$ cat config.mk
export PLATFORM = sky130hd
export DESIGN_NAME = timer_and_cooldown_table
export DESIGN_NICKNAME = d
export VERILOG_FILES = /design/src/rtl/tcd_pkg.sv /design/src/rtl/tcd_front.sv /design/src/rtl/tcd_div.sv /design/src/rtl/tcd_engine.sv /design/src/rtl/timer_and_cooldown_table.sv
export SDC_FILE = /design/constraint.sdc
export NUM_CORES = 2
export LEC_CHECK = 0
export CAP_MARGIN = 0
export CELL_PAD_IN_SITES_DETAIL_PLACEMENT = 1
export CELL_PAD_IN_SITES_GLOBAL_PLACEMENT = 1
export CORE_MARGIN = 4
export CORE_UTILIZATION = 50
export DETAILED_ROUTE_END_ITERATION = 7
export DONT_BUFFER_PORTS = 1
export PLACE_DENSITY = 0.78
export SETUP_SLACK_MARGIN = 0.5
export SYNTH_ARGS = -nofsm -noshare
export SYNTH_HDL_FRONTEND = slang
export SYNTH_HIERARCHICAL = 1
export SYNTH_SLANG_ARGS = --single-unit
$ cat constraint.sdc
create_clock -name clock -period 8.41 [get_ports clock]
set_input_delay 0.841 -clock clock [delete_from_list [all_inputs] [get_ports clock]]
set_output_delay 0.841 -clock clock [all_outputs]
set_load 0.01 [all_outputs]
$ cat src/rtl/tcd_pkg.sv
// ============================================================================
// Timer and cooldown table package
// Shared opcodes, command classes, table entry layouts and divider ports.
// ============================================================================
package tcd_pkg;

   // Field widths
   localparam int SLOT_W   = 4;
   localparam int PERIOD_W = 24;
   localparam int REM_W    = 26;
   localparam int LEFT_W   = 16;
   localparam int DT_W     = 16;
   localparam int FIRE_W   = 8;
   localparam int OVER_W   = 16;

   // Depth of the queue between the front and the engine.
   localparam int QUEUE_DEPTH = 2;

   // Opcodes as they arrive on the request channel.
   localparam logic [3:0] OP_TICK      = 4'd0;
   localparam logic [3:0] OP_ADD_TIMER = 4'd1;
   localparam logic [3:0] OP_CANCEL    = 4'd2;
   localparam logic [3:0] OP_ADD_CD    = 4'd3;
   localparam logic [3:0] OP_READY     = 4'd4;
   localparam logic [3:0] OP_CONSUME   = 4'd5;
   localparam logic [3:0] OP_RESET_CD  = 4'd6;
   localparam logic [3:0] OP_FREE_CD   = 4'd7;
   localparam logic [3:0] OP_CLEAR_CD  = 4'd8;
   localparam logic [3:0] OP_CLEAR_ALL = 4'd9;

   // Result kinds.
   localparam logic KIND_REPLY = 1'b0;
   localparam logic KIND_EVENT = 1'b1;

   typedef enum logic [3:0] {
      CMD_TICK,
      CMD_ADD_TIMER,
      CMD_CANCEL,
      CMD_ADD_CD,
      CMD_READY,
      CMD_CONSUME,
      CMD_RESET_CD,
      CMD_FREE_CD,
      CMD_CLEAR_CD,
      CMD_CLEAR_ALL,
      CMD_UNKNOWN
   } cmd_class_type;

   // A classified command as it waits in the queue.
   typedef struct packed {
      cmd_class_type       cls;
      logic [SLOT_W-1:0]   slot;
      logic [PERIOD_W-1:0] period;
      logic                repeat_mode;
      logic                limit_enable;
      logic [LEFT_W-1:0]   limit_count;
      logic                notify_enable;
      logic [DT_W-1:0]     elapsed;
   } cmd_type;

   typedef struct packed {
      logic signed [REM_W-1:0] remaining;
      logic [PERIOD_W-1:0]     interval;
      logic                    repeats;
      logic                    limited;
      logic [LEFT_W-1:0]       left;
      logic                    notify;
   } timer_entry_type;

   typedef struct packed {
      logic [PERIOD_W-1:0]     length;
      logic signed [REM_W-1:0] remaining;
   } cd_entry_type;

   typedef struct packed {
      logic                start;
      logic [OVER_W-1:0]   dividend;
      logic [PERIOD_W-1:0] divisor;
   } div_req_type;

   typedef struct packed {
      logic                done;
      logic [OVER_W-1:0]   quot;
      logic [PERIOD_W-1:0] rem;
   } div_rsp_type;

endpackage

$ cat src/rtl/tcd_front.sv
// ============================================================================
// Timer and cooldown table front end
// Accepts requests, classifies the opcode, fixes a zero period to one and
// holds the commands in a short queue for the engine.
// ============================================================================
module tcd_front (
   input  logic                           clock,
   input  logic                           reset,
   input  logic                           req_valid,
   output logic                           req_ready,
   input  logic [3:0]                     req_opcode,
   input  logic [tcd_pkg::SLOT_W-1:0]     req_slot,
   input  logic [tcd_pkg::PERIOD_W-1:0]   req_period_ms,
   input  logic                           req_repeat_mode,
   input  logic                           req_limit_enable,
   input  logic [tcd_pkg::LEFT_W-1:0]     req_limit_count,
   input  logic                           req_notify_enable,
   input  logic [tcd_pkg::DT_W-1:0]       req_elapsed_ms,
   output logic                           q_valid,
   output tcd_pkg::cmd_type               q_item,
   input  logic                           q_pop
);

   localparam int PTR_W = (tcd_pkg::QUEUE_DEPTH > 1) ? $clog2(tcd_pkg::QUEUE_DEPTH) : 1;
   localparam int CNT_W = $clog2(tcd_pkg::QUEUE_DEPTH + 1);

   tcd_pkg::cmd_type   queue_ff [tcd_pkg::QUEUE_DEPTH];
   tcd_pkg::cmd_type   item;
   logic [PTR_W-1:0]   wr_ptr_ff, wr_ptr_in;
   logic [PTR_W-1:0]   rd_ptr_ff, rd_ptr_in;
   logic [CNT_W-1:0]   count_ff, count_in;
   logic               push;
   logic               pop;

   // Classify the incoming request.
   always_comb begin
      item.slot          = req_slot;
      item.period        = (req_period_ms == '0) ? tcd_pkg::PERIOD_W'(1) : req_period_ms;
      item.repeat_mode   = req_repeat_mode;
      item.limit_enable  = req_limit_enable;
      item.limit_count   = req_limit_count;
      item.notify_enable = req_notify_enable;
      item.elapsed       = req_elapsed_ms;
      case (req_opcode)
         tcd_pkg::OP_TICK:      item.cls = tcd_pkg::CMD_TICK;
         tcd_pkg::OP_ADD_TIMER: item.cls = tcd_pkg::CMD_ADD_TIMER;
         tcd_pkg::OP_CANCEL:    item.cls = tcd_pkg::CMD_CANCEL;
         tcd_pkg::OP_ADD_CD:    item.cls = tcd_pkg::CMD_ADD_CD;
         tcd_pkg::OP_READY:     item.cls = tcd_pkg::CMD_READY;
         tcd_pkg::OP_CONSUME:   item.cls = tcd_pkg::CMD_CONSUME;
         tcd_pkg::OP_RESET_CD:  item.cls = tcd_pkg::CMD_RESET_CD;
         tcd_pkg::OP_FREE_CD:   item.cls = tcd_pkg::CMD_FREE_CD;
         tcd_pkg::OP_CLEAR_CD:  item.cls = tcd_pkg::CMD_CLEAR_CD;
         tcd_pkg::OP_CLEAR_ALL: item.cls = tcd_pkg::CMD_CLEAR_ALL;
         default:               item.cls = tcd_pkg::CMD_UNKNOWN;
      endcase
   end

   assign req_ready = (count_ff != CNT_W'(tcd_pkg::QUEUE_DEPTH));
   assign push      = req_valid && req_ready;
   assign q_valid   = (count_ff != '0);
   assign pop       = q_pop && q_valid;
   assign q_item    = queue_ff[rd_ptr_ff];

   // Queue pointer and fill count update.
   always_comb begin
      wr_ptr_in = wr_ptr_ff;
      rd_ptr_in = rd_ptr_ff;
      count_in  = count_ff;
      if (push) begin
         wr_ptr_in = (wr_ptr_ff == PTR_W'(tcd_pkg::QUEUE_DEPTH - 1)) ? '0 : wr_ptr_ff + 1'b1;
      end
      if (pop) begin
         rd_ptr_in = (rd_ptr_ff == PTR_W'(tcd_pkg::QUEUE_DEPTH - 1)) ? '0 : rd_ptr_ff + 1'b1;
      end
      if (push && !pop) begin
         count_in = count_ff + 1'b1;
      end else if (pop && !push) begin
         count_in = count_ff - 1'b1;
      end
   end

   always_ff @(posedge clock) begin
      if (reset) begin
         wr_ptr_ff <= '0;
         rd_ptr_ff <= '0;
         count_ff  <= '0;
      end else begin
         wr_ptr_ff <= wr_ptr_in;
         rd_ptr_ff <= rd_ptr_in;
         count_ff  <= count_in;
      end
   end

   // Queue storage.
   always_ff @(posedge clock) begin
      if (push) begin
         queue_ff[wr_ptr_ff] <= item;
      end
   end

endmodule

$ cat src/rtl/tcd_div.sv
// ============================================================================
// Timer and cooldown table divider
// Restoring divider, one quotient bit per cycle, for the overrun of a
// repeating timer by its interval.
// ============================================================================
module tcd_div (
   input  logic                  clock,
   input  logic                  reset,
   input  tcd_pkg::div_req_type  div_req,
   output tcd_pkg::div_rsp_type  div_rsp
);

   localparam int CNT_W = $clog2(tcd_pkg::OVER_W + 1);

   logic [tcd_pkg::PERIOD_W-1:0] part_ff, part_in;
   logic [tcd_pkg::OVER_W-1:0]   dvd_ff, dvd_in;
   logic [tcd_pkg::PERIOD_W-1:0] dsr_ff;
   logic [CNT_W-1:0]             cnt_ff, cnt_in;
   logic                         busy_ff, busy_in;
   logic                         done_ff, done_in;
   logic [tcd_pkg::PERIOD_W:0]   trial;
   logic                         ge;

   // One restoring step.
   assign trial = {part_ff, dvd_ff[tcd_pkg::OVER_W-1]};
   assign ge    = (trial >= {1'b0, dsr_ff});

   always_comb begin
      part_in = part_ff;
      dvd_in  = dvd_ff;
      cnt_in  = cnt_ff;
      busy_in = busy_ff;
      done_in = 1'b0;
      if (div_req.start) begin
         part_in = '0;
         dvd_in  = div_req.dividend;
         cnt_in  = CNT_W'(tcd_pkg::OVER_W);
         busy_in = 1'b1;
      end else if (busy_ff) begin
         part_in = ge ? tcd_pkg::PERIOD_W'(trial - {1'b0, dsr_ff})
                      : trial[tcd_pkg::PERIOD_W-1:0];
         dvd_in  = {dvd_ff[tcd_pkg::OVER_W-2:0], ge};
         cnt_in  = cnt_ff - 1'b1;
         if (cnt_ff == CNT_W'(1)) begin
            busy_in = 1'b0;
            done_in = 1'b1;
         end
      end
   end

   always_ff @(posedge clock) begin
      if (reset) begin
         busy_ff <= 1'b0;
         done_ff <= 1'b0;
         cnt_ff  <= '0;
      end else begin
         busy_ff <= busy_in;
         done_ff <= done_in;
         cnt_ff  <= cnt_in;
      end
   end

   always_ff @(posedge clock) begin
      part_ff <= part_in;
      dvd_ff  <= dvd_in;
      if (div_req.start) begin
         dsr_ff <= div_req.divisor;
      end
   end

   assign div_rsp.done = done_ff;
   assign div_rsp.quot = dvd_ff;
   assign div_rsp.rem  = part_ff;

endmodule

$ cat src/rtl/tcd_engine.sv
// ============================================================================
// Timer and cooldown table engine
// Holds the timer and cooldown tables, carries out one queued command at a
// time and drives the registered result channel.
// ============================================================================
module tcd_engine #(
   parameter int NUM_TIMERS    = 16,
   parameter int NUM_COOLDOWNS = 16
) (
   input  logic                            clock,
   input  logic                            reset,
   input  logic                            q_valid,
   input  tcd_pkg::cmd_type                q_item,
   output logic                            q_pop,
   output logic                            rsp_valid,
   input  logic                            rsp_ready,
   output logic                            rsp_kind,
   output logic                            rsp_ok,
   output logic [tcd_pkg::SLOT_W-1:0]      rsp_slot_out,
   output logic [tcd_pkg::FIRE_W-1:0]      rsp_fire_count,
   output logic                            rsp_removed,
   output logic                            rsp_last
);

   localparam int TW    = (NUM_TIMERS > 1) ? $clog2(NUM_TIMERS) : 1;
   localparam int CW    = (NUM_COOLDOWNS > 1) ? $clog2(NUM_COOLDOWNS) : 1;
   localparam int MAX_N = (NUM_TIMERS > NUM_COOLDOWNS) ? NUM_TIMERS : NUM_COOLDOWNS;
   localparam int IW    = $clog2(MAX_N + 1);
   localparam int RW    = tcd_pkg::REM_W;
   localparam int DUE_W = tcd_pkg::LEFT_W + 1;

   typedef enum logic [10:0] {
      S_IDLE  = 11'b000_0000_0001,
      S_DISP  = 11'b000_0000_0010,
      S_ASCAN = 11'b000_0000_0100,
      S_CSCAN = 11'b000_0000_1000,
      S_CEX   = 11'b000_0001_0000,
      S_TCHK  = 11'b000_0010_0000,
      S_TSUB  = 11'b000_0100_0000,
      S_TDIV  = 11'b000_1000_0000,
      S_CDCHK = 11'b001_0000_0000,
      S_CDSUB = 11'b010_0000_0000,
      S_EMIT  = 11'b100_0000_0000
   } state_type;

   state_type                      state_ff, state_in;
   tcd_pkg::cmd_type               cmd_ff, cmd_in;
   logic [IW-1:0]                  idx_ff, idx_in;
   logic [NUM_TIMERS-1:0]          t_act_ff, t_act_in;
   logic [NUM_COOLDOWNS-1:0]       c_act_ff, c_act_in;

   // Staged result, moved to the output register when it is free.
   logic                           res_kind_ff, res_kind_in;
   logic                           res_ok_ff, res_ok_in;
   logic [tcd_pkg::SLOT_W-1:0]     res_slot_ff, res_slot_in;
   logic [tcd_pkg::FIRE_W-1:0]     res_fire_ff, res_fire_in;
   logic                           res_rem_ff, res_rem_in;
   logic                           res_last_ff, res_last_in;

   logic                           rsp_valid_ff, rsp_valid_in;
   logic                           rsp_kind_ff;
   logic                           rsp_ok_ff;
   logic [tcd_pkg::SLOT_W-1:0]     rsp_slot_ff;
   logic [tcd_pkg::FIRE_W-1:0]     rsp_fire_ff;
   logic                           rsp_rem_ff;
   logic                           rsp_last_ff;
   logic                           can_emit;
   logic                           rsp_load;

   // Table memories.
   tcd_pkg::timer_entry_type       t_mem [NUM_TIMERS];
   tcd_pkg::cd_entry_type          c_mem [NUM_COOLDOWNS];
   tcd_pkg::timer_entry_type       t_rd_ff;
   tcd_pkg::cd_entry_type          c_rd_ff;
   tcd_pkg::timer_entry_type       t_wdata;
   tcd_pkg::cd_entry_type          c_wdata;
   logic                           t_we;
   logic                           c_we;
   logic [CW-1:0]                  c_waddr;
   logic [CW-1:0]                  c_raddr;

   logic [TW-1:0]                  t_idx;
   logic [CW-1:0]                  c_idx;
   logic [TW-1:0]                  t_slot;
   logic [CW-1:0]                  c_slot;
   logic                           t_in_range;
   logic                           c_ok;

   logic signed [RW-1:0]           dt_s;
   logic signed [RW-1:0]           rem_sub;
   logic signed [RW-1:0]           c_rem_sub;
   logic [RW-1:0]                  neg_rem;
   logic [DUE_W-1:0]               due;
   logic [DUE_W-1:0]               lim;
   logic                           lim_hit;
   logic [DUE_W-1:0]               fires;
   logic [tcd_pkg::FIRE_W-1:0]     fire_sat;
   logic signed [RW-1:0]           reload;

   tcd_pkg::div_req_type           div_req;
   tcd_pkg::div_rsp_type           div_rsp;

   tcd_div u_div (
      .clock   (clock),
      .reset   (reset),
      .div_req (div_req),
      .div_rsp (div_rsp)
   );

   // Addressing.
   assign t_idx      = idx_ff[TW-1:0];
   assign c_idx      = idx_ff[CW-1:0];
   assign t_slot     = TW'(cmd_ff.slot);
   assign c_slot     = CW'(cmd_ff.slot);
   assign t_in_range = (9'(cmd_ff.slot) < 9'(NUM_TIMERS));
   assign c_ok       = (9'(cmd_ff.slot) < 9'(NUM_COOLDOWNS)) && c_act_ff[c_slot];
   assign c_raddr    = (cmd_ff.cls == tcd_pkg::CMD_TICK) ? c_idx : c_slot;

   // Tick arithmetic on the entry under the scan index.
   assign dt_s      = signed'(RW'(cmd_ff.elapsed));
   assign rem_sub   = t_rd_ff.remaining - dt_s;
   assign c_rem_sub = c_rd_ff.remaining - dt_s;
   assign neg_rem   = -rem_sub;

   // Expiry count and reload of a repeating timer after the divide.
   assign due      = DUE_W'(div_rsp.quot) + DUE_W'(1);
   assign lim      = (t_rd_ff.left == '0) ? DUE_W'(1) : DUE_W'(t_rd_ff.left);
   assign lim_hit  = t_rd_ff.limited && (due >= lim);
   assign fires    = lim_hit ? lim : due;
   assign fire_sat = (fires > DUE_W'(255)) ? '1 : fires[tcd_pkg::FIRE_W-1:0];
   assign reload   = signed'(RW'(t_rd_ff.interval - div_rsp.rem));

   assign can_emit = !rsp_valid_ff || rsp_ready;
   assign rsp_load = (state_ff == S_EMIT) && can_emit;

   // Command sequencer.
   always_comb begin
      state_in     = state_ff;
      cmd_in       = cmd_ff;
      idx_in       = idx_ff;
      t_act_in     = t_act_ff;
      c_act_in     = c_act_ff;
      res_kind_in  = res_kind_ff;
      res_ok_in    = res_ok_ff;
      res_slot_in  = res_slot_ff;
      res_fire_in  = res_fire_ff;
      res_rem_in   = res_rem_ff;
      res_last_in  = res_last_ff;
      q_pop        = 1'b0;
      t_we         = 1'b0;
      t_wdata      = t_rd_ff;
      c_we         = 1'b0;
      c_waddr      = c_raddr;
      c_wdata      = c_rd_ff;
      div_req.start    = 1'b0;
      div_req.dividend = neg_rem[tcd_pkg::OVER_W-1:0];
      div_req.divisor  = t_rd_ff.interval;

      case (state_ff)
         S_IDLE: begin
            if (q_valid) begin
               q_pop    = 1'b1;
               cmd_in   = q_item;
               idx_in   = '0;
               state_in = S_DISP;
            end
         end

         S_DISP: begin
            res_kind_in = tcd_pkg::KIND_REPLY;
            res_ok_in   = 1'b0;
            res_slot_in = cmd_ff.slot;
            res_fire_in = '0;
            res_rem_in  = 1'b0;
            res_last_in = 1'b1;
            state_in    = S_EMIT;
            case (cmd_ff.cls)
               tcd_pkg::CMD_TICK: begin
                  state_in = S_TCHK;
               end
               tcd_pkg::CMD_ADD_TIMER: begin
                  res_slot_in = '0;
                  state_in    = S_ASCAN;
               end
               tcd_pkg::CMD_ADD_CD: begin
                  res_slot_in = '0;
                  state_in    = S_CSCAN;
               end
               tcd_pkg::CMD_CANCEL: begin
                  if (t_in_range && t_act_ff[t_slot]) begin
                     t_act_in[t_slot] = 1'b0;
                     res_ok_in        = 1'b1;
                  end
               end
               tcd_pkg::CMD_READY, tcd_pkg::CMD_CONSUME, tcd_pkg::CMD_RESET_CD: begin
                  if (c_ok) begin
                     state_in = S_CEX;
                  end
               end
               tcd_pkg::CMD_FREE_CD: begin
                  if (c_ok) begin
                     c_act_in[c_slot] = 1'b0;
                     res_ok_in        = 1'b1;
                  end
               end
               tcd_pkg::CMD_CLEAR_CD: begin
                  c_act_in    = '0;
                  res_ok_in   = 1'b1;
                  res_slot_in = '0;
               end
               tcd_pkg::CMD_CLEAR_ALL: begin
                  t_act_in    = '0;
                  c_act_in    = '0;
                  res_ok_in   = 1'b1;
                  res_slot_in = '0;
               end
               default: begin
                  res_slot_in = '0;
               end
            endcase
         end

         // Lowest free timer slot, one slot per cycle.
         S_ASCAN: begin
            if (idx_ff == IW'(NUM_TIMERS)) begin
               state_in = S_EMIT;
            end else if (!t_act_ff[t_idx]) begin
               t_we              = 1'b1;
               t_wdata.remaining = signed'(RW'(cmd_ff.period));
               t_wdata.interval  = cmd_ff.period;
               t_wdata.repeats   = cmd_ff.repeat_mode;
               t_wdata.limited   = cmd_ff.limit_enable;
               t_wdata.left      = cmd_ff.limit_count;
               t_wdata.notify    = cmd_ff.notify_enable;
               t_act_in[t_idx]   = 1'b1;
               res_ok_in         = 1'b1;
               res_slot_in       = tcd_pkg::SLOT_W'(idx_ff);
               state_in          = S_EMIT;
            end else begin
               idx_in = idx_ff + 1'b1;
            end
         end

         // Lowest free cooldown slot; a new cooldown starts ready.
         S_CSCAN: begin
            if (idx_ff == IW'(NUM_COOLDOWNS)) begin
               state_in = S_EMIT;
            end else if (!c_act_ff[c_idx]) begin
               c_we              = 1'b1;
               c_waddr           = c_idx;
               c_wdata.length    = cmd_ff.period;
               c_wdata.remaining = '0;
               c_act_in[c_idx]   = 1'b1;
               res_ok_in         = 1'b1;
               res_slot_in       = tcd_pkg::SLOT_W'(idx_ff);
               state_in          = S_EMIT;
            end else begin
               idx_in = idx_ff + 1'b1;
            end
         end

         // Query, consume or reset with the cooldown entry read back.
         S_CEX: begin
            state_in = S_EMIT;
            case (cmd_ff.cls)
               tcd_pkg::CMD_READY: begin
                  res_ok_in = (c_rd_ff.remaining <= 0);
               end
               tcd_pkg::CMD_CONSUME: begin
                  if (c_rd_ff.remaining <= 0) begin
                     c_we              = 1'b1;
                     c_wdata.remaining = signed'(RW'(c_rd_ff.length));
                     res_ok_in         = 1'b1;
                  end
               end
               default: begin
                  c_we              = 1'b1;
                  c_wdata.remaining = signed'(RW'(c_rd_ff.length));
                  res_ok_in         = 1'b1;
               end
            endcase
         end

         // Tick, timer pass: skip idle slots, read active ones.
         S_TCHK: begin
            if (idx_ff == IW'(NUM_TIMERS)) begin
               idx_in   = '0;
               state_in = S_CDCHK;
            end else if (t_act_ff[t_idx]) begin
               state_in = S_TSUB;
            end else begin
               idx_in = idx_ff + 1'b1;
            end
         end

         S_TSUB: begin
            res_kind_in = tcd_pkg::KIND_EVENT;
            res_ok_in   = 1'b1;
            res_slot_in = tcd_pkg::SLOT_W'(idx_ff);
            res_fire_in = '0;
            res_rem_in  = 1'b0;
            res_last_in = 1'b0;
            if (rem_sub > 0) begin
               t_we              = 1'b1;
               t_wdata.remaining = rem_sub;
               idx_in            = idx_ff + 1'b1;
               state_in          = S_TCHK;
            end else if (!t_rd_ff.notify) begin
               t_act_in[t_idx] = 1'b0;
               res_rem_in      = 1'b1;
               state_in        = S_EMIT;
            end else if (!t_rd_ff.repeats) begin
               t_act_in[t_idx] = 1'b0;
               res_fire_in     = tcd_pkg::FIRE_W'(1);
               res_rem_in      = 1'b1;
               state_in        = S_EMIT;
            end else begin
               div_req.start = 1'b1;
               state_in      = S_TDIV;
            end
         end

         // Repeating timer: fires from the divide, then reload or removal.
         S_TDIV: begin
            if (div_rsp.done) begin
               res_fire_in = fire_sat;
               if (lim_hit) begin
                  t_act_in[t_idx] = 1'b0;
                  res_rem_in      = 1'b1;
               end else begin
                  t_we              = 1'b1;
                  t_wdata.remaining = reload;
                  if (t_rd_ff.limited) begin
                     t_wdata.left = tcd_pkg::LEFT_W'(lim - due);
                  end
               end
               state_in = S_EMIT;
            end
         end

         // Tick, cooldown pass: lower every cooldown still running.
         S_CDCHK: begin
            if (idx_ff == IW'(NUM_COOLDOWNS)) begin
               res_kind_in = tcd_pkg::KIND_REPLY;
               res_ok_in   = 1'b1;
               res_slot_in = '0;
               res_fire_in = '0;
               res_rem_in  = 1'b0;
               res_last_in = 1'b1;
               state_in    = S_EMIT;
            end else if (c_act_ff[c_idx]) begin
               state_in = S_CDSUB;
            end else begin
               idx_in = idx_ff + 1'b1;
            end
         end

         S_CDSUB: begin
            if (c_rd_ff.remaining > 0) begin
               c_we              = 1'b1;
               c_waddr           = c_idx;
               c_wdata.remaining = c_rem_sub;
            end
            idx_in   = idx_ff + 1'b1;
            state_in = S_CDCHK;
         end

         // Hand the staged result to the output register.
         S_EMIT: begin
            if (can_emit) begin
               if (res_last_ff) begin
                  state_in = S_IDLE;
               end else begin
                  idx_in   = idx_ff + 1'b1;
                  state_in = S_TCHK;
               end
            end
         end

         default: begin
            state_in = S_IDLE;
         end
      endcase
   end

   // Output register valid.
   always_comb begin
      rsp_valid_in = rsp_valid_ff;
      if (rsp_load) begin
         rsp_valid_in = 1'b1;
      end else if (rsp_ready) begin
         rsp_valid_in = 1'b0;
      end
   end

   // Control state.
   always_ff @(posedge clock) begin
      if (reset) begin
         state_ff     <= S_IDLE;
         t_act_ff     <= '0;
         c_act_ff     <= '0;
         rsp_valid_ff <= 1'b0;
      end else begin
         state_ff     <= state_in;
         t_act_ff     <= t_act_in;
         c_act_ff     <= c_act_in;
         rsp_valid_ff <= rsp_valid_in;
      end
   end

   // Command, scan index and staged result.
   always_ff @(posedge clock) begin
      cmd_ff      <= cmd_in;
      idx_ff      <= idx_in;
      res_kind_ff <= res_kind_in;
      res_ok_ff   <= res_ok_in;
      res_slot_ff <= res_slot_in;
      res_fire_ff <= res_fire_in;
      res_rem_ff  <= res_rem_in;
      res_last_ff <= res_last_in;
   end

   // Output payload register.
   always_ff @(posedge clock) begin
      if (rsp_load) begin
         rsp_kind_ff <= res_kind_ff;
         rsp_ok_ff   <= res_ok_ff;
         rsp_slot_ff <= res_slot_ff;
         rsp_fire_ff <= res_fire_ff;
         rsp_rem_ff  <= res_rem_ff;
         rsp_last_ff <= res_last_ff;
      end
   end

   // Timer memory, registered read at the scan index.
   always_ff @(posedge clock) begin
      if (t_we) begin
         t_mem[t_idx] <= t_wdata;
      end
      t_rd_ff <= t_mem[t_idx];
   end

   // Cooldown memory, registered read.
   always_ff @(posedge clock) begin
      if (c_we) begin
         c_mem[c_waddr] <= c_wdata;
      end
      c_rd_ff <= c_mem[c_raddr];
   end

   assign rsp_valid      = rsp_valid_ff;
   assign rsp_kind       = rsp_kind_ff;
   assign rsp_ok         = rsp_ok_ff;
   assign rsp_slot_out   = rsp_slot_ff;
   assign rsp_fire_count = rsp_fire_ff;
   assign rsp_removed    = rsp_rem_ff;
   assign rsp_last       = rsp_last_ff;

endmodule

$ cat src/rtl/timer_and_cooldown_table.sv
// ============================================================================
// Timer and cooldown table
// Millisecond timer slots and cooldown slots driven by commands and ticks.
// ============================================================================
// An add scans the active bits one slot per cycle for the lowest free
// slot. A tick walks every timer slot and then every cooldown slot; a
// repeating timer that expires waits for the serial divide, and each
// event is handed to the output register. A two-entry queue sits
// between request acceptance and the engine, and results leave through an
// output register, so both sides can stall independently.
module timer_and_cooldown_table #(
   parameter int NUM_TIMERS    = 16,
   parameter int NUM_COOLDOWNS = 16
) (
   input  logic                            clock,
   input  logic                            reset,
   input  logic                            req_valid,
   output logic                            req_ready,
   input  logic [3:0]                      req_opcode,
   input  logic [tcd_pkg::SLOT_W-1:0]      req_slot,
   input  logic [tcd_pkg::PERIOD_W-1:0]    req_period_ms,
   input  logic                            req_repeat_mode,
   input  logic                            req_limit_enable,
   input  logic [tcd_pkg::LEFT_W-1:0]      req_limit_count,
   input  logic                            req_notify_enable,
   input  logic [tcd_pkg::DT_W-1:0]        req_elapsed_ms,
   output logic                            rsp_valid,
   input  logic                            rsp_ready,
   output logic                            rsp_kind,
   output logic                            rsp_ok,
   output logic [tcd_pkg::SLOT_W-1:0]      rsp_slot_out,
   output logic [tcd_pkg::FIRE_W-1:0]      rsp_fire_count,
   output logic                            rsp_removed,
   output logic                            rsp_last
);

   logic              q_valid;
   logic              q_pop;
   tcd_pkg::cmd_type  q_item;

   // Request acceptance and classification.
   tcd_front u_front (
      .clock             (clock),
      .reset             (reset),
      .req_valid         (req_valid),
      .req_ready         (req_ready),
      .req_opcode        (req_opcode),
      .req_slot          (req_slot),
      .req_period_ms     (req_period_ms),
      .req_repeat_mode   (req_repeat_mode),
      .req_limit_enable  (req_limit_enable),
      .req_limit_count   (req_limit_count),
      .req_notify_enable (req_notify_enable),
      .req_elapsed_ms    (req_elapsed_ms),
      .q_valid           (q_valid),
      .q_item            (q_item),
      .q_pop             (q_pop)
   );

   // Table state and command execution.
   tcd_engine #(
      .NUM_TIMERS    (NUM_TIMERS),
      .NUM_COOLDOWNS (NUM_COOLDOWNS)
   ) u_engine (
      .clock          (clock),
      .reset          (reset),
      .q_valid        (q_valid),
      .q_item         (q_item),
      .q_pop          (q_pop),
      .rsp_valid      (rsp_valid),
      .rsp_ready      (rsp_ready),
      .rsp_kind       (rsp_kind),
      .rsp_ok         (rsp_ok),
      .rsp_slot_out   (rsp_slot_out),
      .rsp_fire_count (rsp_fire_count),
      .rsp_removed    (rsp_removed),
      .rsp_last       (rsp_last)
   );

endmodule
# Word level (Yosys, flattened, before mapping)

Memories as Yosys holds them, arrays and structs flattened. A register that Yosys moved wholly into a read port is not among the register bits.
Cells that the tools add are included.

Word-level logic and storage cells: 311
Register bits: 156
Output and inout port bits: 18
ROM bits: 64
Memories: 4
Bits in writable memories: 2038

Reductions and logical operators: 41
Equal/unequal tests: 50
Magnitude comparators: 10
Bitwise logic cells: 8
Add/sub/neg operators: 13
Mux-type cells: 158

Memories:

| name             | depth | bits a word | read ports | clocked after memory_dff | wr ports | line             | source |
|---|---|---|---|---|---|---|---|
| u_engine.t_mem   | 16    | 69          | 1          | 1                        | 1        | tcd_engine.sv:71 | `tcd_pkg::timer_entry_type t_mem [NUM_TIMERS];` |
| u_engine.c_mem   | 16    | 50          | 1          | 1                        | 1        | tcd_engine.sv:72 | `tcd_pkg::cd_entry_type c_mem [NUM_COOLDOWNS];` |
| u_front.queue_ff | 2     | 67          | 1          | 1                        | 1        | tcd_front.sv:27  | `tcd_pkg::cmd_type queue_ff [tcd_pkg::QUEUE_DEPTH];` |
| (no name shown)  | 16    | 4           | 1          | 0                        | 0        | tcd_front.sv:44  | `case (req_opcode)` |

Operator list:

| kind                  | number |
|---|---|
| $mux W16              | 17 |
| $mux W11              | 15 |
| $mux W26              | 6 |
| $pmux W26 S3          | 2 |
| $mux W69              | 2 |
| $pmux W16 S2          | 4 |
| $pmux W11 S11         | 1 |
| $mux W50              | 2 |
| $mux W24              | 3 |
| $mux W5               | 14 |
| $pmux W16 S4          | 1 |
| $gt A26 B1 Y1 const B | 2 |
| $pmux W26 S2          | 1 |
| $sub A26 B17 Y26      | 2 |
| $mux W1               | 51 |
| $and A16 B16 Y16      | 3 |
| $pmux W11 S4          | 1 |
| $mux W4               | 10 |
| $mux W8               | 5 |
| $pmux W5 S8           | 1 |
| $not A16 Y16          | 2 |
| $or A16 B16 Y16       | 2 |
| $pmux W8 S4           | 1 |
| $le A26 B1 Y1 const B | 1 |
| 72 further kinds      | 131 |

# Depth between registers and ports, before layout

Word-level depth: 10
Mapped depth: 18

# Cells and area by module

Netlist, hierarchy kept.

Modules (own cells, without submodules):

| module     | area an instance (µm²) | seq. area each (µm²) | cells each | instances |
|---|---|---|---|---|
| tcd_engine | 89339.4                | 63561.0              | 4890       | 1 |
| tcd_front  | 5223.8                 | 4124.0               | 268        | 1 |
| tcd_div    | 4062.6                 | 1821.7               | 393        | 1 |

# Worst setup path before layout

No wires, ideal clock.

Path type: register to register
Start: register u_engine/u_div/dvd_ff[0] in the netlist's numbering
End: memory u_engine/t_mem[14][0] in the netlist's numbering (enable)
Path slack: -0.623 ns
Cell stages (with the launch flop): 15
Arrival time: 8.438 ns
Clock period less this slack: 9.033 ns
Data required time: 7.815 ns
Buffers on the path: 1
Cells stage by stage: edfxtp_1 > ha_1 > nand4_1 > nor3_1 > nand2_1 > xor2_1 > inv_1 > ha_1 > a21o_1 > a221oi_1 > and3_1 > a211o_1 > nand3_1 > clkbuf_1 > nor3b_1

Cells in the longest elaborated chain, start to end: 8

Ends and longest elaborated chain:

| what                          | line              | source |
|---|---|---|
| start: declaration            | tcd_div.sv:16     | `logic [tcd_pkg::OVER_W-1:0] dvd_ff, dvd_in;` |
| start signal: assignment      | tcd_div.sv:65     | `dvd_ff <= dvd_in;` |
| $add A16 B1 Y17               | tcd_engine.sv:126 | `assign due = DUE_W'(div_rsp.quot) + DUE_W'(1);` |
| $ge A17 B16 Y1                | tcd_engine.sv:128 | `assign lim_hit = t_rd_ff.limited && (due >= lim);` |
| $logic_and A1 B1 Y1           | tcd_engine.sv:128 |  |
| $mux W1                       | tcd_engine.sv:327 | `if (lim_hit) begin` |
| $mux W1                       | tcd_engine.sv:325 | `if (div_rsp.done) begin` |
| $pmux W1 S3                   | tcd_engine.sv:159 | `case (state_ff)` |
| $mux W1                       | tcd_engine.sv:437 | `if (t_we) begin` |
| $mux W1 (implied by the code) | tcd_engine.sv:438 | `t_mem[t_idx] <= t_wdata;` |
| end: declaration              | tcd_engine.sv:71  |  |

No other way between the ends.

# Worst setup path after layout

Start: register u_engine.idx_ff[1]
End: memory u_engine/c_mem[11][17] in the netlist's numbering (enable)

Cells in the longest elaborated chain, start to end: 7
Elaborated cells on any way between the ends: 13
Those cells by class: eq/ne: 1; mux: 12

Ends and longest elaborated chain:

| what                          | line              | source |
|---|---|---|
| start: declaration            | tcd_engine.sv:48  | `logic [IW-1:0] idx_ff, idx_in;` |
| start signal: assignment      | tcd_engine.sv:414 | `idx_ff <= idx_in;` |
| $bmux W1 S4                   | tcd_engine.sv:248 | `end else if (!c_act_ff[c_idx]) begin` |
| $mux W1 (implied by the code) | tcd_engine.sv:248 |  |
| $mux W1                       | tcd_engine.sv:248 |  |
| $mux W1                       | tcd_engine.sv:246 | `if (idx_ff == IW'(NUM_COOLDOWNS)) begin` |
| $pmux W1 S3                   | tcd_engine.sv:159 |  |
| $mux W1                       | tcd_engine.sv:445 | `if (c_we) begin` |
| $mux W1 (implied by the code) | tcd_engine.sv:446 | `c_mem[c_waddr] <= c_wdata;` |
| end: declaration              | tcd_engine.sv:72  |  |

Several ways; a longest one is shown, not always the timed one. The select of a mux whose other input is x is not followed.

==> impl_summary.log <==
INFO  metric layout.cells.most_common = sky130_fd_sc_hd__edfxtp_1
INFO  metric type_of_the_worst_setup_path = reg -> reg
INFO  metric path_clk_slew = 0.07 ns
INFO  metric dr.pass1.iters = 6
INFO  metric outcome = complete, no violations
INFO  metric rows = 162
INFO  metric timing.final.ws_setup = ~2.2 ns
INFO  metric ant_nets = 0
INFO  metric synth-seq-area-share = 70.5%
INFO  metric reg2reg_slack = 2.23 ns
INFO  metric gp_congestion = 0.929
INFO  metric design.final.nets = 5783
INFO  metric cts_setup_buffers = 0
INFO  metric clock_tree.root_cell = sky130_fd_sc_hd__clkbuf_16
INFO  metric clock_power_share = between 20 and 30%
INFO  metric fillers = between 15000 and 20000
INFO  metric grt_setup_unrepaired = false
INFO  metric p_int = ~26000 µW
INFO  metric finalCriticalPeriod = ~6.2 ns
INFO  metric dpl_cell_area = 0.102 mm²
INFO  metric power.share.switching = about a third
INFO  metric routedWlPerCell = ~33 µm
INFO  metric hpwlAfterDp = between 150000 and 200000 µm
INFO  metric ys.warnings.count = 6
INFO  metric drv_cap = 0
INFO  metric core = 0.196 mm²
INFO  metric grt_overflow = 0
INFO  metric start_util = roughly half
INFO  metric detailroute.via_count = between 50000 and 60000
INFO  metric area_growth_syn_to_layout = 11.5%
INFO  metric die_area = between 0.2 and 0.25 mm²
INFO  metric max_clock_freq = 0.162 GHz
INFO  metric cp_data_required_time = between 8 and 9 ns
INFO  metric grt_max_degree = 140
INFO  metric placedCellCount = approximately 8000
INFO  metric tritoncts = built
INFO  metric timing.critical_path.from_type = register
INFO  metric synth_area = 0.0986 mm²
INFO  metric cellLeakagePower = 0.0354 µW
INFO  metric fraction_of_layout_cells_with_a_size_suffix_above_1 = between 20% and 30%
INFO  metric fin_util = ~56%
INFO  metric stdcell_count = around 8400
INFO  metric yosys_register_bits = around 2400
INFO  metric clock_latency = around 0.89 ns
INFO  metric power_density = approximately 350 mW/mm²
INFO  metric clock-skew-final = a little under 0.05 ns
INFO  metric ir_worst_vdd = ~0.00029 V
INFO  metric p_switching = ~13000 µW
INFO  metric worst_slew_pin_slew = approximately 1.3 ns
INFO  metric number_of_buffers_inserted_during_clock_tree_synthesis = 231
INFO  metric count_of_mapped_cells_out_of_synthesis = ~5600
INFO  metric drc_errors = 0
INFO  metric grt_antenna_before_repair = 14
INFO  metric portBuffers = 0
INFO  metric clockBufferDepth = 3
INFO  metric tns = 0 ns
INFO  metric timing_max_transition_violations_final = 0
INFO  metric detailedRoute.firstIterationViolations = 6615
INFO  metric wirelength = between 200000 and 300000 µm
INFO  metric final_design_area_no_fill = approximately 0.11 mm²
INFO  metric synthesis.nets = 5745
INFO  metric final-hold-violation-count = 0
INFO  metric synth_area_per_cell = roughly 18 µm²
INFO  metric async_flop_share = 0%
INFO  metric ff2ff_path_depth = 11
INFO  metric h-tree-depth = 4
INFO  metric die-height = roughly 450 µm
INFO  metric grtUsageTotal = a little over a quarter
INFO  metric critical_path.max_fanout = 29
INFO  metric io-pin-count = between 80 and 90
INFO  metric first_global_vias = between 50000 and 60000
INFO  metric whs_path_depth = 0
INFO  metric pwr-share-seq = 41.9%
INFO  metric critPathSlowestCell = sky130_fd_sc_hd__nor4bb_1
INFO  metric end_kind = register
INFO  metric cp_cell_sequence = inv_1 -> ha_1 -> nor4bb_1 -> or2_2 -> nand2_1 -> a21boi_1 -> or3_1 -> o31ai_1 -> nand2b_1 -> nor2_4 -> buf_4
INFO  metric drt-vias-per-instance = 6.51
INFO  metric hold_class = in -> reg
INFO  metric critPathArrivalTime = 6.67 ns
INFO  metric layout_worst_path_cycle_share = between 70% and 80%
INFO  metric combinationalPowerShare = a little under a third
INFO  metric synth_cell_type_count = ~110
INFO  metric setup_viol = 0
INFO  metric count_of_flip_flops_with_a_built_in_enable_after_synthesis = 2182
INFO  metric critPathMaxStageDelay = between 1 and 1.5 ns
INFO  metric floorplan.die.width = between 400 and 500 µm
INFO  metric layout.cells.most_common_list = 2182 x sky130_fd_sc_hd__edfxtp_1, 564 x sky130_fd_sc_hd__mux4_2, 357 x sky130_fd_sc_hd__nand2_1
INFO  metric detailedPlace.worstSlack = 2.45 ns
INFO  metric numClockSinks = roughly 2400
INFO  metric dominantRegCellSynth = sky130_fd_sc_hd__edfxtp_1
INFO  metric grt_pass1_wl = between 400000 and 500000 µm
INFO  metric timing.max_slew.rel_slack = 10.6%
[timing repair]
| action | in CTS | in global routing |
|---|---|---|
| hold endpoints to repair | 80 | 0 |
| gates resized for setup | 0 | 0 |
| hold buffers | 24 | 0 |
[worst paths after layout]
check | from | to
max | u_engine/idx_ff[1] | u_engine/c_mem[11][17]
min | req_period_ms[18] | u_front/queue_ff[1][53]
max reg2reg | u_engine/idx_ff[1] | u_engine/c_mem[11][17]
min reg2reg | u_engine/res_fire_ff[7] | u_engine/rsp_fire_count[7]
[synthesized netlist by cell type (all sizes together) (14+ instances only)]
master     n  share of area [%]
edfxtp  2182                 66
mux4     564                 13
nand2    358                1.4
clkbuf   239               0.91
dfxtp    199                4.0
nor2     157               0.60
inv      145               0.55
a21oi    140               0.72
mux2     121                1.4
o21ai    120               0.61
ha       118                1.5
a31oi     94               0.60
buf       90               0.47
a211oi    87               0.69
nand3     79               0.40
and2      63               0.40
xnor2     60               0.55
nor3      57               0.29
xor2      47               0.42
a21o      40               0.30
mux2i     36               0.37
nor2b     36               0.23
a311oi    33               0.31
nor3b     32               0.24
or3       29               0.20
nor4      24               0.16
o211ai    23               0.18
nand4     21               0.14
o21a      21               0.16
and3      20               0.13
nand2b    20               0.13
or2       20               0.13
o31ai     19               0.16
a221oi    17               0.15
a22oi     14               0.11
or4       14               0.12
[stage by stage]
step	hold WS, ns	power (µW)
5_1_grt	0.00522	40200
6_report	0.0581	38700
4_1_cts	0.0000969	38700
3_5_place_dp	0.407	28200
3_3_place_gp	0.408	27700
2_1_floorplan	0.400	24000
[routing by layer]
layer	global-route usage (%)	wire length [µm]	vias to the layer above	part of all wire (%)
met5	0	55	-	0.020
met1	36.9	108000	29100	39
li1	-	-	22500	-
met2	42.1	131000	2679	48
met3	5.18	23100	562	8.4
met4	11.2	11900	8	4.4
[worst max-delay path, delay by kind of cell, from the launching register on]
kind	cells	cell delay, ns
AO/OA/AOI/OAI	2	0.40
adder cells (fa/ha/maj)	1	0.60
AND/OR/NAND/NOR	6	3.13
buffers and inverters	2	0.84
flip-flops	1	0.76
[layout make-up]
class / instances / area, µm² / share of cell area [%]
diodes: 11 / 27.5 / 0.0250
clock buffers: 293 / 6240 / 5.67
clock inverters: 144 / 1470 / 1.33
inverters: 145 / 547 / 0.497
multi-input cells: 2696 / 27600 / 25.1
flip-flops and latches: 2381 / 69500 / 63.2
well taps: 2624 / 3280 / 2.99
repair buffers: 134 / 1330 / 1.21
[power groups by stage]
stage          registers (µW)  clock network, µW  logic, µW
2_1_floorplan           15600                  0       8350
3_3_place_gp            16400                  0      11300
3_5_place_dp            16400                  0      11800
4_1_cts                 16200              10600      11900
5_1_grt                 16200              11200      12800
6_report                16200              10400      12000
[cells by family (layout without fill, tap and decap cells)]
logic type	count (synthesis)	in the layout	share of synthesized area, %
other	0	11	0
adder cells (fa/ha/maj)	124	124	1.61
AO/OA/AOI/OAI	765	765	5.43
XOR/XNOR	107	107	0.965
flip-flops	2381	2381	70.5
buffers and inverters	474	716	1.93
multiplexers	721	721	14.6
AND/OR/NAND/NOR	979	979	4.96
[sequential cells by signal, summed over array words and instances, names as in the netlist, 8 cells and up, named ones only]
signal	cells
u_engine/c_rd_ff	50
u_front/queue_ff	134
u_engine/res_fire_ff	8
u_engine/u_div/dsr_ff	24
u_engine/rsp_fire_count	8
u_engine/t_act_ff	16
u_engine/u_div/part_ff	24
u_engine/t_mem	1104
u_engine/state_ff	11
u_engine/u_div/dvd_ff	16
u_engine/c_mem	800
u_engine/div_req	24
u_engine/c_act_ff	16
u_engine/cmd_ff	63
u_engine/t_rd_ff	45
No activity file was read; power rests on OpenSTA's default activity.
